File: config.mk
export PLATFORM = sky130hd
export DESIGN_NAME = http_chunked_body_decoder_flat
export DESIGN_NICKNAME = d
export VERILOG_FILES = /design/src/hcbd_pkg.sv /design/src/hcbd_req_if.sv /design/src/hcbd_rsp_if.sv /design/src/hcbd_step.sv /design/src/http_chunked_body_decoder.sv /design/src/flat_wrapper.sv
export VERILOG_INCLUDE_DIRS = /design/src /design/src/src
export SDC_FILE = /design/constraint.sdc
export NUM_CORES = 1
export LEC_CHECK = 0
export ABC_AREA = 1
export BUFFER_PORTS_ARGS = -buffer_cell sky130_fd_sc_hd__buf_2
export CAP_MARGIN = 20
export CORE_MARGIN = 2
export CORE_UTILIZATION = 60
export CTS_CLUSTER_SIZE = 12
export DETAILED_ROUTE_END_ITERATION = 6
export GPL_ROUTABILITY_DRIVEN = 1
export GPL_TIMING_DRIVEN = 0
export PLACE_DENSITY = 0.79
export SLEW_MARGIN = 20
export SYNTH_ARGS = -nofsm -noshare
export SYNTH_HDL_FRONTEND = slang
export SYNTH_SLANG_ARGS = --single-unit
File: constraint.sdc
create_clock -name clock -period 2.4 [get_ports clock]
set_input_delay 0.24 -clock clock [delete_from_list [all_inputs] [get_ports clock]]
set_output_delay 0.24 -clock clock [all_outputs]
set_load 0.05 [all_outputs]
File: src/http_chunked_body_decoder_macros.svh
// Assertion macros shared by the decoder RTL.
`ifndef HTTP_CHUNKED_BODY_DECODER_MACROS_SVH
`define HTTP_CHUNKED_BODY_DECODER_MACROS_SVH

// Checked on every clock edge, muted while reset is high.
`define HCBD_ASSERT(lbl, prop, msg) \
   lbl: assert property (@(posedge clock) disable iff (reset) prop) else $error(msg);

// Checked on every clock edge, reset included.
`define HCBD_ASSERT_ALWAYS(lbl, prop, msg) \
   lbl: assert property (@(posedge clock) prop) else $error(msg);

`endif

File: src/hcbd_pkg.sv
// Types, constants and helpers for the chunked body decoder.
package hcbd_pkg;

   localparam int LENGTH_BITS = 32;

   localparam logic [7:0] CH_CR   = 8'd13;
   localparam logic [7:0] CH_LF   = 8'd10;
   localparam logic [7:0] CH_SEMI = 8'd59;
   localparam logic [7:0] CH_NUL  = 8'd0;

   typedef enum logic [3:0] {
      PH_SIZE       = 4'd0,
      PH_SIZE_LF    = 4'd1,
      PH_DATA       = 4'd2,
      PH_DATA_CR    = 4'd3,
      PH_DATA_LF    = 4'd4,
      PH_TRAILER    = 4'd5,
      PH_TRAILER_LF = 4'd6,
      PH_DONE       = 4'd7,
      PH_ERR1       = 4'd8,
      PH_ERR2       = 4'd9,
      PH_ERR3       = 4'd10
   } phase_type;

   typedef enum logic [1:0] {
      ERR_NONE = 2'd0,
      ERR_SIZE = 2'd1,
      ERR_LINE = 2'd2,
      ERR_TERM = 2'd3
   } err_type;

   typedef struct packed {
      phase_type phase;
      logic      in_extension;
      logic      digit_seen;
      logic      trailer_line_empty;
   } ctl_type;

   typedef struct packed {
      logic [7:0]             payload_byte;
      logic                   payload_valid;
      logic                   body_done;
      err_type                error_code;
      logic [LENGTH_BITS-1:0] body_length;
   } res_type;

   // {is_hex, nibble}
   function automatic logic [4:0] hex_decode(logic [7:0] c);
      logic [7:0] d;
      d = 8'd0;
      if (c inside {[8'd48:8'd57]}) begin
         d = c - 8'd48;
         return {1'b1, d[3:0]};
      end else if (c inside {[8'd65:8'd70]}) begin
         d = c - 8'd55;
         return {1'b1, d[3:0]};
      end else if (c inside {[8'd97:8'd102]}) begin
         d = c - 8'd87;
         return {1'b1, d[3:0]};
      end
      return 5'd0;
   endfunction

endpackage

File: src/hcbd_req_if.sv
// Byte request channel: valid, ready and the raw body byte.
interface hcbd_req_if;
   logic       valid;
   logic       ready;
   logic [7:0] data_byte;

   modport source (output valid, output data_byte, input ready);
   modport sink (input valid, input data_byte, output ready);
endinterface

File: src/hcbd_rsp_if.sv
// Result channel: valid, ready and the decoded fields of one byte.
interface hcbd_rsp_if;
   logic        valid;
   logic        ready;
   logic [7:0]  payload_byte;
   logic        payload_valid;
   logic        body_done;
   logic [1:0]  error_code;
   logic [31:0] body_length;

   modport source (output valid, output payload_byte, output payload_valid,
                   output body_done, output error_code, output body_length,
                   input ready);
   modport sink (input valid, input payload_byte, input payload_valid,
                 input body_done, input error_code, input body_length,
                 output ready);
endinterface

File: src/hcbd_step.sv
// Next-state and result logic for one body byte.
module hcbd_step
   import hcbd_pkg::*;
#(
   parameter int SIZE_BITS = 32
) (
   input  logic [7:0]             byte_in,
   input  ctl_type                ctl_cur,
   input  logic [SIZE_BITS-1:0]   size_cur,
   input  logic [SIZE_BITS-1:0]   left_cur,
   input  logic [LENGTH_BITS-1:0] count_cur,
   output ctl_type                ctl_nxt,
   output logic [SIZE_BITS-1:0]   size_nxt,
   output logic [SIZE_BITS-1:0]   left_nxt,
   output logic [LENGTH_BITS-1:0] count_nxt,
   output res_type                res
);

   logic [4:0]           hex;
   logic                 size_full;
   logic [SIZE_BITS-1:0] left_dec;

   assign hex       = hex_decode(byte_in);
   assign size_full = (size_cur[SIZE_BITS-1 -: 4] != 4'd0);
   assign left_dec  = (left_cur != '0) ? left_cur - 1'b1 : left_cur;

   always_comb begin
      ctl_nxt   = ctl_cur;
      size_nxt  = size_cur;
      left_nxt  = left_cur;
      count_nxt = count_cur;

      case (ctl_cur.phase)
         PH_SIZE: begin
            if (byte_in == CH_NUL) begin
               ctl_nxt.phase = PH_ERR1;
            end else if (byte_in == CH_CR) begin
               ctl_nxt.phase = PH_SIZE_LF;
            end else if (ctl_cur.in_extension) begin
               // extension text skipped
            end else if (byte_in == CH_SEMI) begin
               ctl_nxt.in_extension = 1'b1;
            end else if (!hex[4] || size_full) begin
               ctl_nxt.phase = PH_ERR1;
            end else begin
               size_nxt           = {size_cur[SIZE_BITS-5:0], hex[3:0]};
               ctl_nxt.digit_seen = 1'b1;
            end
         end
         PH_SIZE_LF: begin
            if (byte_in != CH_LF) begin
               ctl_nxt.phase = PH_ERR2;
            end else if (!ctl_cur.digit_seen) begin
               ctl_nxt.phase = PH_ERR1;
            end else if (size_cur == '0) begin
               ctl_nxt.phase              = PH_TRAILER;
               ctl_nxt.trailer_line_empty = 1'b1;
            end else begin
               left_nxt      = size_cur;
               ctl_nxt.phase = PH_DATA;
            end
         end
         PH_DATA: begin
            if (count_cur != '1) begin
               count_nxt = count_cur + 1'b1;
            end
            left_nxt = left_dec;
            if (left_dec == '0) begin
               ctl_nxt.phase = PH_DATA_CR;
            end
         end
         PH_DATA_CR: begin
            ctl_nxt.phase = (byte_in == CH_CR) ? PH_DATA_LF : PH_ERR3;
         end
         PH_DATA_LF: begin
            if (byte_in == CH_LF) begin
               ctl_nxt.phase        = PH_SIZE;
               ctl_nxt.in_extension = 1'b0;
               ctl_nxt.digit_seen   = 1'b0;
               size_nxt             = '0;
            end else begin
               ctl_nxt.phase = PH_ERR3;
            end
         end
         PH_TRAILER: begin
            if (byte_in == CH_CR) begin
               ctl_nxt.phase = PH_TRAILER_LF;
            end else begin
               ctl_nxt.trailer_line_empty = 1'b0;
            end
         end
         PH_TRAILER_LF: begin
            if (byte_in == CH_LF) begin
               if (ctl_cur.trailer_line_empty) begin
                  ctl_nxt.phase = PH_DONE;
               end else begin
                  ctl_nxt.trailer_line_empty = 1'b1;
                  ctl_nxt.phase              = PH_TRAILER;
               end
            end else begin
               // lone CR was line content; this byte is an ordinary trailer byte
               ctl_nxt.trailer_line_empty = 1'b0;
               ctl_nxt.phase = (byte_in == CH_CR) ? PH_TRAILER_LF : PH_TRAILER;
            end
         end
         default: begin
            // done or error: hold
         end
      endcase
   end

   always_comb begin
      res.payload_valid = (ctl_cur.phase == PH_DATA);
      res.payload_byte  = (ctl_cur.phase == PH_DATA) ? byte_in : 8'd0;
      res.body_done     = (ctl_nxt.phase == PH_DONE);
      res.body_length   = count_nxt;
      case (ctl_nxt.phase)
         PH_ERR1: res.error_code = ERR_SIZE;
         PH_ERR2: res.error_code = ERR_LINE;
         PH_ERR3: res.error_code = ERR_TERM;
         default: res.error_code = ERR_NONE;
      endcase
   end

endmodule

File: src/http_chunked_body_decoder.sv
// A request byte is held in the input register; its result is then registered in
// the result register, from which it can transfer.
// Throughput: one byte per cycle while the result side is not stalled; the parser
// state update from the input register to the result register is combinational and sets that rate.
// The input register can take a new byte while a result waits in the output register.
// Reset (synchronous, active high) empties both registers and returns the parser
// to the start of a size line with a zero body length.
`include "http_chunked_body_decoder_macros.svh"

module http_chunked_body_decoder
   import hcbd_pkg::*;
#(
   parameter int SIZE_BITS = 32
) (
   input  logic        clock,
   input  logic        reset,
   hcbd_req_if.sink    req_ch,
   hcbd_rsp_if.source  rsp_ch
);

   // Input register: the byte waiting to be parsed.
   logic       in_valid_ff, in_valid_in;
   logic [7:0] in_byte_ff, in_byte_in;

   // Parser state, updated once per byte as it leaves the input register.
   ctl_type                ctl_ff, ctl_in;
   logic [SIZE_BITS-1:0]   size_ff, size_in;
   logic [SIZE_BITS-1:0]   left_ff, left_in;
   logic [LENGTH_BITS-1:0] count_ff, count_in;

   // Result register.
   logic    out_valid_ff, out_valid_in;
   res_type out_ff, out_in;
   res_type step_res;

   logic req_xfer;
   logic advance;
   logic at_end;

   // A byte moves on when the result register is empty or being drained.
   assign advance  = in_valid_ff && (!out_valid_ff || rsp_ch.ready);
   assign req_xfer = req_ch.valid && req_ch.ready;

   assign req_ch.ready = !in_valid_ff || advance;

   // Done or any error: the parser stays put from here on.
   assign at_end = (ctl_ff.phase == PH_DONE) || (ctl_ff.phase == PH_ERR1) ||
                   (ctl_ff.phase == PH_ERR2) || (ctl_ff.phase == PH_ERR3);

   hcbd_step #(
      .SIZE_BITS (SIZE_BITS)
   ) u_step (
      .byte_in   (in_byte_ff),
      .ctl_cur   (ctl_ff),
      .size_cur  (size_ff),
      .left_cur  (left_ff),
      .count_cur (count_ff),
      .ctl_nxt   (ctl_in),
      .size_nxt  (size_in),
      .left_nxt  (left_in),
      .count_nxt (count_in),
      .res       (step_res)
   );

   always_comb begin
      in_valid_in = in_valid_ff;
      if (req_xfer) begin
         in_valid_in = 1'b1;
      end else if (advance) begin
         in_valid_in = 1'b0;
      end
      in_byte_in = req_xfer ? req_ch.data_byte : in_byte_ff;

      out_valid_in = out_valid_ff;
      if (advance) begin
         out_valid_in = 1'b1;
      end else if (rsp_ch.ready) begin
         out_valid_in = 1'b0;
      end
      out_in = advance ? step_res : out_ff;
   end

   always_ff @(posedge clock) begin
      if (reset) begin
         in_valid_ff  <= 1'b0;
         out_valid_ff <= 1'b0;
         ctl_ff.phase              <= PH_SIZE;
         ctl_ff.in_extension       <= 1'b0;
         ctl_ff.digit_seen         <= 1'b0;
         ctl_ff.trailer_line_empty <= 1'b1;
         size_ff  <= '0;
         left_ff  <= '0;
         count_ff <= '0;
      end else begin
         in_valid_ff  <= in_valid_in;
         out_valid_ff <= out_valid_in;
         if (advance) begin
            ctl_ff   <= ctl_in;
            size_ff  <= size_in;
            left_ff  <= left_in;
            count_ff <= count_in;
         end
      end
   end

   // Payload registers, no reset needed.
   always_ff @(posedge clock) begin
      in_byte_ff <= in_byte_in;
      out_ff     <= out_in;
   end

   assign rsp_ch.valid         = out_valid_ff;
   assign rsp_ch.payload_byte  = out_ff.payload_byte;
   assign rsp_ch.payload_valid = out_ff.payload_valid;
   assign rsp_ch.body_done     = out_ff.body_done;
   assign rsp_ch.error_code    = out_ff.error_code;
   assign rsp_ch.body_length   = out_ff.body_length;

   // Terminal phases never leave without reset.
   `HCBD_ASSERT(a_terminal_hold, at_end |=> $stable(ctl_ff.phase), "terminal phase left")
   // Data phase always has bytes still owed.
   `HCBD_ASSERT(a_data_left, (ctl_ff.phase == PH_DATA) |-> (left_ff != '0), "data phase with nothing left")
   // Body length never falls.
   `HCBD_ASSERT(a_length_mono, advance |=> (count_ff >= $past(count_ff)), "body length fell")
   // A payload byte carries neither done nor an error.
   `HCBD_ASSERT_ALWAYS(a_payload_clean,
      (out_valid_ff && out_ff.payload_valid) |->
         (out_ff.error_code == ERR_NONE && !out_ff.body_done),
      "payload flagged done or error")

endmodule

File: src/flat_wrapper.sv
// flat-port wrapper written by rule: the top's interface ports become plain ports
module http_chunked_body_decoder_flat import hcbd_pkg::*;
#(
   parameter int SIZE_BITS = 32
)
  (clock, reset, req_ch_valid, req_ch_data_byte, req_ch_ready, rsp_ch_valid, rsp_ch_payload_byte, rsp_ch_payload_valid, rsp_ch_body_done, rsp_ch_error_code, rsp_ch_body_length, rsp_ch_ready);
  hcbd_req_if req_ch_i ();
  hcbd_rsp_if rsp_ch_i ();
  input  logic clock;
  input  logic reset;
  input wire logic [$bits(req_ch_i.valid)-1:0] req_ch_valid;
  input wire logic [$bits(req_ch_i.data_byte)-1:0] req_ch_data_byte;
  output wire logic [$bits(req_ch_i.ready)-1:0] req_ch_ready;
  output wire logic [$bits(rsp_ch_i.valid)-1:0] rsp_ch_valid;
  output wire logic [$bits(rsp_ch_i.payload_byte)-1:0] rsp_ch_payload_byte;
  output wire logic [$bits(rsp_ch_i.payload_valid)-1:0] rsp_ch_payload_valid;
  output wire logic [$bits(rsp_ch_i.body_done)-1:0] rsp_ch_body_done;
  output wire logic [$bits(rsp_ch_i.error_code)-1:0] rsp_ch_error_code;
  output wire logic [$bits(rsp_ch_i.body_length)-1:0] rsp_ch_body_length;
  input wire logic [$bits(rsp_ch_i.ready)-1:0] rsp_ch_ready;
  assign req_ch_i.valid = req_ch_valid;
  assign req_ch_i.data_byte = req_ch_data_byte;
  assign req_ch_ready = req_ch_i.ready;
  assign rsp_ch_valid = rsp_ch_i.valid;
  assign rsp_ch_payload_byte = rsp_ch_i.payload_byte;
  assign rsp_ch_payload_valid = rsp_ch_i.payload_valid;
  assign rsp_ch_body_done = rsp_ch_i.body_done;
  assign rsp_ch_error_code = rsp_ch_i.error_code;
  assign rsp_ch_body_length = rsp_ch_i.body_length;
  assign rsp_ch_i.ready = rsp_ch_ready;
  http_chunked_body_decoder #(.SIZE_BITS(SIZE_BITS)) u_core (.clock(clock), .reset(reset), .req_ch(req_ch_i), .rsp_ch(rsp_ch_i));
endmodule
==> Word level (Yosys, flattened, before mapping) <==
Index checks and enable logic that the tools add are counted.
{ "classes": {"n_addsub": 5, "n_lt_le_gt_ge": 6, "eq_ne": 26, "n_mux": 55, "reduce_logical": 26} }
{ "ops": {"columns": ["op", "n"], "rows": [
  ["$mux W32", 12],
  ["$pmux W32 S2", 2],
  ["$logic_not A32 Y1", 2],
  ["$mux W4", 11],
  ["$add A32 B1 Y32 const B", 1],
  ["$ne A32 B32 Y1 const B", 1],
  ["$reduce_bool A32 Y1", 1],
  ["$sub A32 B1 Y32 const B", 1],
  ["$pmux W4 S7", 1],
  ["$mux W5", 4],
  ["$ne A2 B2 Y1 const B", 10],
  ["$eq A4 B3 Y1 const B", 4],
  ["$eq A8 B4 Y1 const B", 2],
  ["$ge A8 B7 Y1 const B", 2],
  ["$le A8 B7 Y1 const B", 2],
  ["$mux W1", 15],
  ["$eq A4 B4 Y1 const B", 3],
  ["$mux W2", 5],
  ["$reduce_and A5 Y1", 2],
  ["$eq A4 B2 Y1 const B", 2],
  ["$eq A8 B6 Y1 const B", 1],
  ["$ge A8 B6 Y1 const B", 1],
  ["$le A8 B6 Y1 const B", 1],
  ["$logic_not A8 Y1", 1],
  ["other kinds (19)", 31]
]} }
{ "word_totals": {"regBits": 157, "in_bits": 12, "output_inout_bits": 46, "wordCells": 133} }

==> Logic depth before layout (Yosys ltp) <==
{ "depth": {"ltp_word": 16, "depth_mapped": 20, "mapped_depth_nobuf": 20} }

==> Cells and area by module <==
Synthesis repeated with hierarchy kept, for this count alone.
{ "hier_totals": {"cells_unflattened": 1607, "area_unflattened_um2": 10642.7} }
{ "modules_own_cells": {"columns": ["mod", "instances", "cells_each", "area_per_inst_um2"], "rows": [
  ["http_chunked_body_decoder", 1, 737, 6207.2],
  ["hcbd_step", 1, 870, 4435.5]
]} }

==> Worst setup path before layout <==
OpenSTA, ideal clock, no wires.
{ "synth_path": {"path_kind": "flip-flop to flip-flop", "from": "register u_core.left_ff[1]", "to": "register u_core.out_ff (netlist bit u_core.rsp_ch.error_code[1]) (data pin)", "setup_ps": 253, "arrival_time_ps": 1908, "t_required_ps": 2147, "slack_ps": 239, "path_stages_with_launch": 19, "synth_period_minus_slack_ps": 2161, "cell_sequence": "dfxtp_1 inv_1 ha_1 nand3_4 nor2_8 nand2_2 nor2_4 inv_2 buf_6 nand2_1 nand2_1 nor2_1 nand2_1 nor2_1 nand2_1 nand2_1 nand2_2 nand3_1 nand2_1"} }
{ "synth_rtl": {"columns": ["element", "line", "text"], "rows": [
  ["from (decl)", "http_chunked_body_decoder.sv:28", "logic [SIZE_BITS-1:0] left_ff, left_in;"],
  ["from (signal assigned)", "http_chunked_body_decoder.sv:100", "left_ff <= left_in;"],
  ["to (signal assigned)", "http_chunked_body_decoder.sv:109", "out_ff <= out_in;"],
  ["to (decl)", "http_chunked_body_decoder.sv:33", "res_type out_ff, out_in;"]
]} }

==> results_dict.tcl <==
set metrics [dict create \
    ys_seq_elements 157 \
    insertion_delay_ns 0.43 \
    syn_nets 1297 \
    grt_start_max_net_pins 54 \
    fmax_mhz 401 \
    nFillCells 1177 \
    rsz0062_at_grt "true" \
    slew_viol_final 0 \
    nets 1424 \
    multi_input_area_um2 5140 \
    max_cap_viol_count 0 \
    drtIter0Drc 972 \
    drive_gt1_share_pct 24.6 \
    core-area_um2 15100 \
    intPower_mw 5.19 \
    p_leak_nw 5.23 \
    cts_root_buf "clkbuf_16" \
    wl_met1_mm 12.6 \
    r2r_start "u_core.left_ff[1]" \
    dp_cells 1523 \
    synth.most_common_cell "nand2_1" \
    start_util_pct 60.8 \
    slowest_delay_ns 0.36 \
    top_layer_used "met4" \
    die_width_um 128 \
    drc_errors 0 \
    startpoint "u_core.left_ff[1]" \
    vias 9339 \
    dpl_cell_area_um2 9690 \
    vdd_drop_max_v 0.000598 \
    yosysTopAreaCell "dfxtp_1" \
    grt_pass1_wl_mm 41.8 \
    synthTopCellsByArea "dfxtp_1 (23%), edfxtp_1 (17%), nand2_1 (12%)" \
    yosysTopAreaCellShare_pct 22.9 \
    yosysSeqAreaShare_pct 39.9 \
    power_frac_clock_pct 36.0 \
    register_area_um2 3690 \
    cts_made_buffers 17 \
    synth_edf_count 52 \
    stdcell_area_um2 11400 \
    cts_tree "built" \
    crit_chain "inv_4, ha_4, nand3_4, nor2_8, nand2_4, nor2_4, clkinv_4, buf_12, nand2_2, nand2_2, nor2_2, nand2_1, nor2_1, nand2_2, nand2_2, nand2_4, nand3_2, nand2_1" \
    pre_cts_ws_ns -0.260 \
    antenna_found_initial 0 \
    finalSetupViolCount 2 \
    total_power_mw 7.86 \
    cts_buffer_depth 2 \
    min_path_type "in2reg" \
    skew_ns 0.0133 \
    layout_setup_ws_ns -0.0931 \
    fin_crit_ns 2.49 \
    wl_mm 28.4 \
    tightestPinTransition_ns 0.715 \
    fin_crit_sh_pct 104 \
    cts.sinks 157 \
    antenna_left 0 \
    die_area_um2 16300 \
    hold_viol 0 \
    relSlewSlack_pct 52.4 \
    worst_setup_path_end_kind "flip-flop" \
    crit_path_start_kind "flip-flop" \
    grt_pass1_vias 8077 \
    grt-ovfl-total 0 \
    drt_pass1_iterations 7 \
    syn_area_um2 9180 \
    finalSetupTns_ns -0.125 \
    area_delta_synth_final_pct 24.7 \
    ys.flop_type "dfxtp_1" \
    avgSynthCellArea_um2 7.17 \
    rows 45 \
    post_drt_wl_per_cell_um 17.7 \
    violations "setup timing" \
    critPathArrivalTime_ns 2.68 \
    drt-vias-per-instance 5.81 \
    wl_met2_mm 12.9 \
    path_buf_inv 3 \
    min-delay-start "rsp_ch_ready" \
    port_buffers 56 \
    synthCells 1279 \
    htree_levels 4 \
    synthTopCellsByCount "nand2_1 (305), nor2_1 (159), inv_1 (157)" \
    stdcell_count 1607 \
    n_antenna_cell 0 \
    seqPwrFrac_pct 38.6 \
    async_flop_share_pct 0 \
    io_pins 58 \
    path_common_cell "nand2_2" \
    die_y_um 128 \
    grt_use_total_pct 32.8 \
    worstSetupPathType "reg2reg" \
    net-switching-power_mw 2.66 \
    met3_length_mm 2.24 \
    place_congestion 0.981 \
    crit_slowest_cell "dfxtp_4" \
    status "finished, violations left" \
    required_ns 2.58 \
    crit_family "simple AND/OR/NAND/NOR gates" \
    clkTransAtPathRegs_ns 0.07 \
    switching_share_pct 33.9 \
    dp_hpwl_mm 19.5 \
    synth.distinct_cells 45 \
    yosysWarnings 0 \
    crit_fanout 7 \
    combPwrFrac_pct 25.4 \
    cellPowerDensity_nw_per_um2 687 \
]
## power groups by stage
stage | logic, mW | clock network, mW | registers (mW)
3_5_place_dp | 1.52 | 0 | 3.08
3_3_place_gp | 1.50 | 0 | 3.08
4_1_cts | 1.58 | 2.83 | 3.02
5_1_grt | 2.16 | 2.94 | 3.05
6_report | 1.99 | 2.83 | 3.03
2_1_floorplan | 1.02 | 0 | 3.19
## metal layers
metal	track usage (%)	vias up
met4	8.34	0
met1	47.0	4356
met5	0	-
met2	51.1	473
met3	6.64	57
li1	-	4453
## worst min-delay path: cells and delay by family
kind	cells	cell delay, ns
buf+inv	2	0.14
simple gates	1	0.07
compound gates	1	0.06
## cell usage in the layout, fill, tap and decap left out, drive strengths merged, types with 3 or more instances in the layout
cell type and n:
dfxtp 105, ha 6, dlygate4sd3 8, a21oi 104
edfxtp 52, a211oi 22, clkinv 6, buf 114
nand2 322, xor2 35, nand4 25, inv 177
nor2 174, nor4 10, o211ai 28, nand3 34
o21ai 93, nand3b 3, xnor2 6, nor3 34
clkbuf 51
## worst paths after layout
check | end | slack, ns | cells past startpoint
max | u_core.rsp_ch.error_code[1] | -0.09 | 18
min | u_core.rsp_ch.valid | 0.13 | 4
max reg2reg | u_core.rsp_ch.error_code[1] | -0.09 | 18
min reg2reg | u_core.ctl_ff[0] | 0.51 | 2
## sequential cells by signal, summed over array words and instances, names as in the netlist
name and count:
u_core.count_ff 32, u_core.left_ff 32, u_core.rsp_ch.body_length 32, u_core.size_ff 32, u_core.in_byte_ff 8, u_core.rsp_ch.payload_byte 8
u_core.ctl_ff 7, u_core.rsp_ch.error_code 2, u_core.in_valid_ff 1, u_core.rsp_ch.body_done 1, u_core.rsp_ch.payload_valid 1, u_core.rsp_ch.valid 1
## through the flow
step / hold WS (ns) / utilization [%]
after detailed placement: 0.418 / 64.2
after CTS: 0.127 / 69.5
after global routing: 0.153 / 75.8
final: 0.129 / 75.8
after floorplan: 0.339 / -
after global placement: 0.417 / 64.2
## layout make-up
class	count	share of cell area, %
sequential	157	32.3
timing repair inverter	2	0.0984
timing repair buffer	106	6.73
multi-input combinational	903	45.0
clock inverter	13	1.49
tap	188	2.06
clock buffer	19	3.87
buffer	48	2.69
inverter	171	5.81
## logic make-up after synthesis
family          count (synthesis)  share of synthesized area (%)
simple gates                  604                           29.2
compound gates                252                           16.4
buf+inv                       219                           9.71
flops                         157                           39.9
xor+xnor                       41                           3.91
fa+ha+maj                       6                          0.818
## timing repair
item / in CTS / in global routing
endpoints found under the hold margin: 8 / 0
pin swaps: 3 / 47
setup buffers: 5 / 34
gates cloned: 0 / 5
resized for setup: 20 / 181
hold buffers: 8 / 0
setup endpoints to repair: 40 / 112
Note: power is estimated with default switching activity, not from simulation.
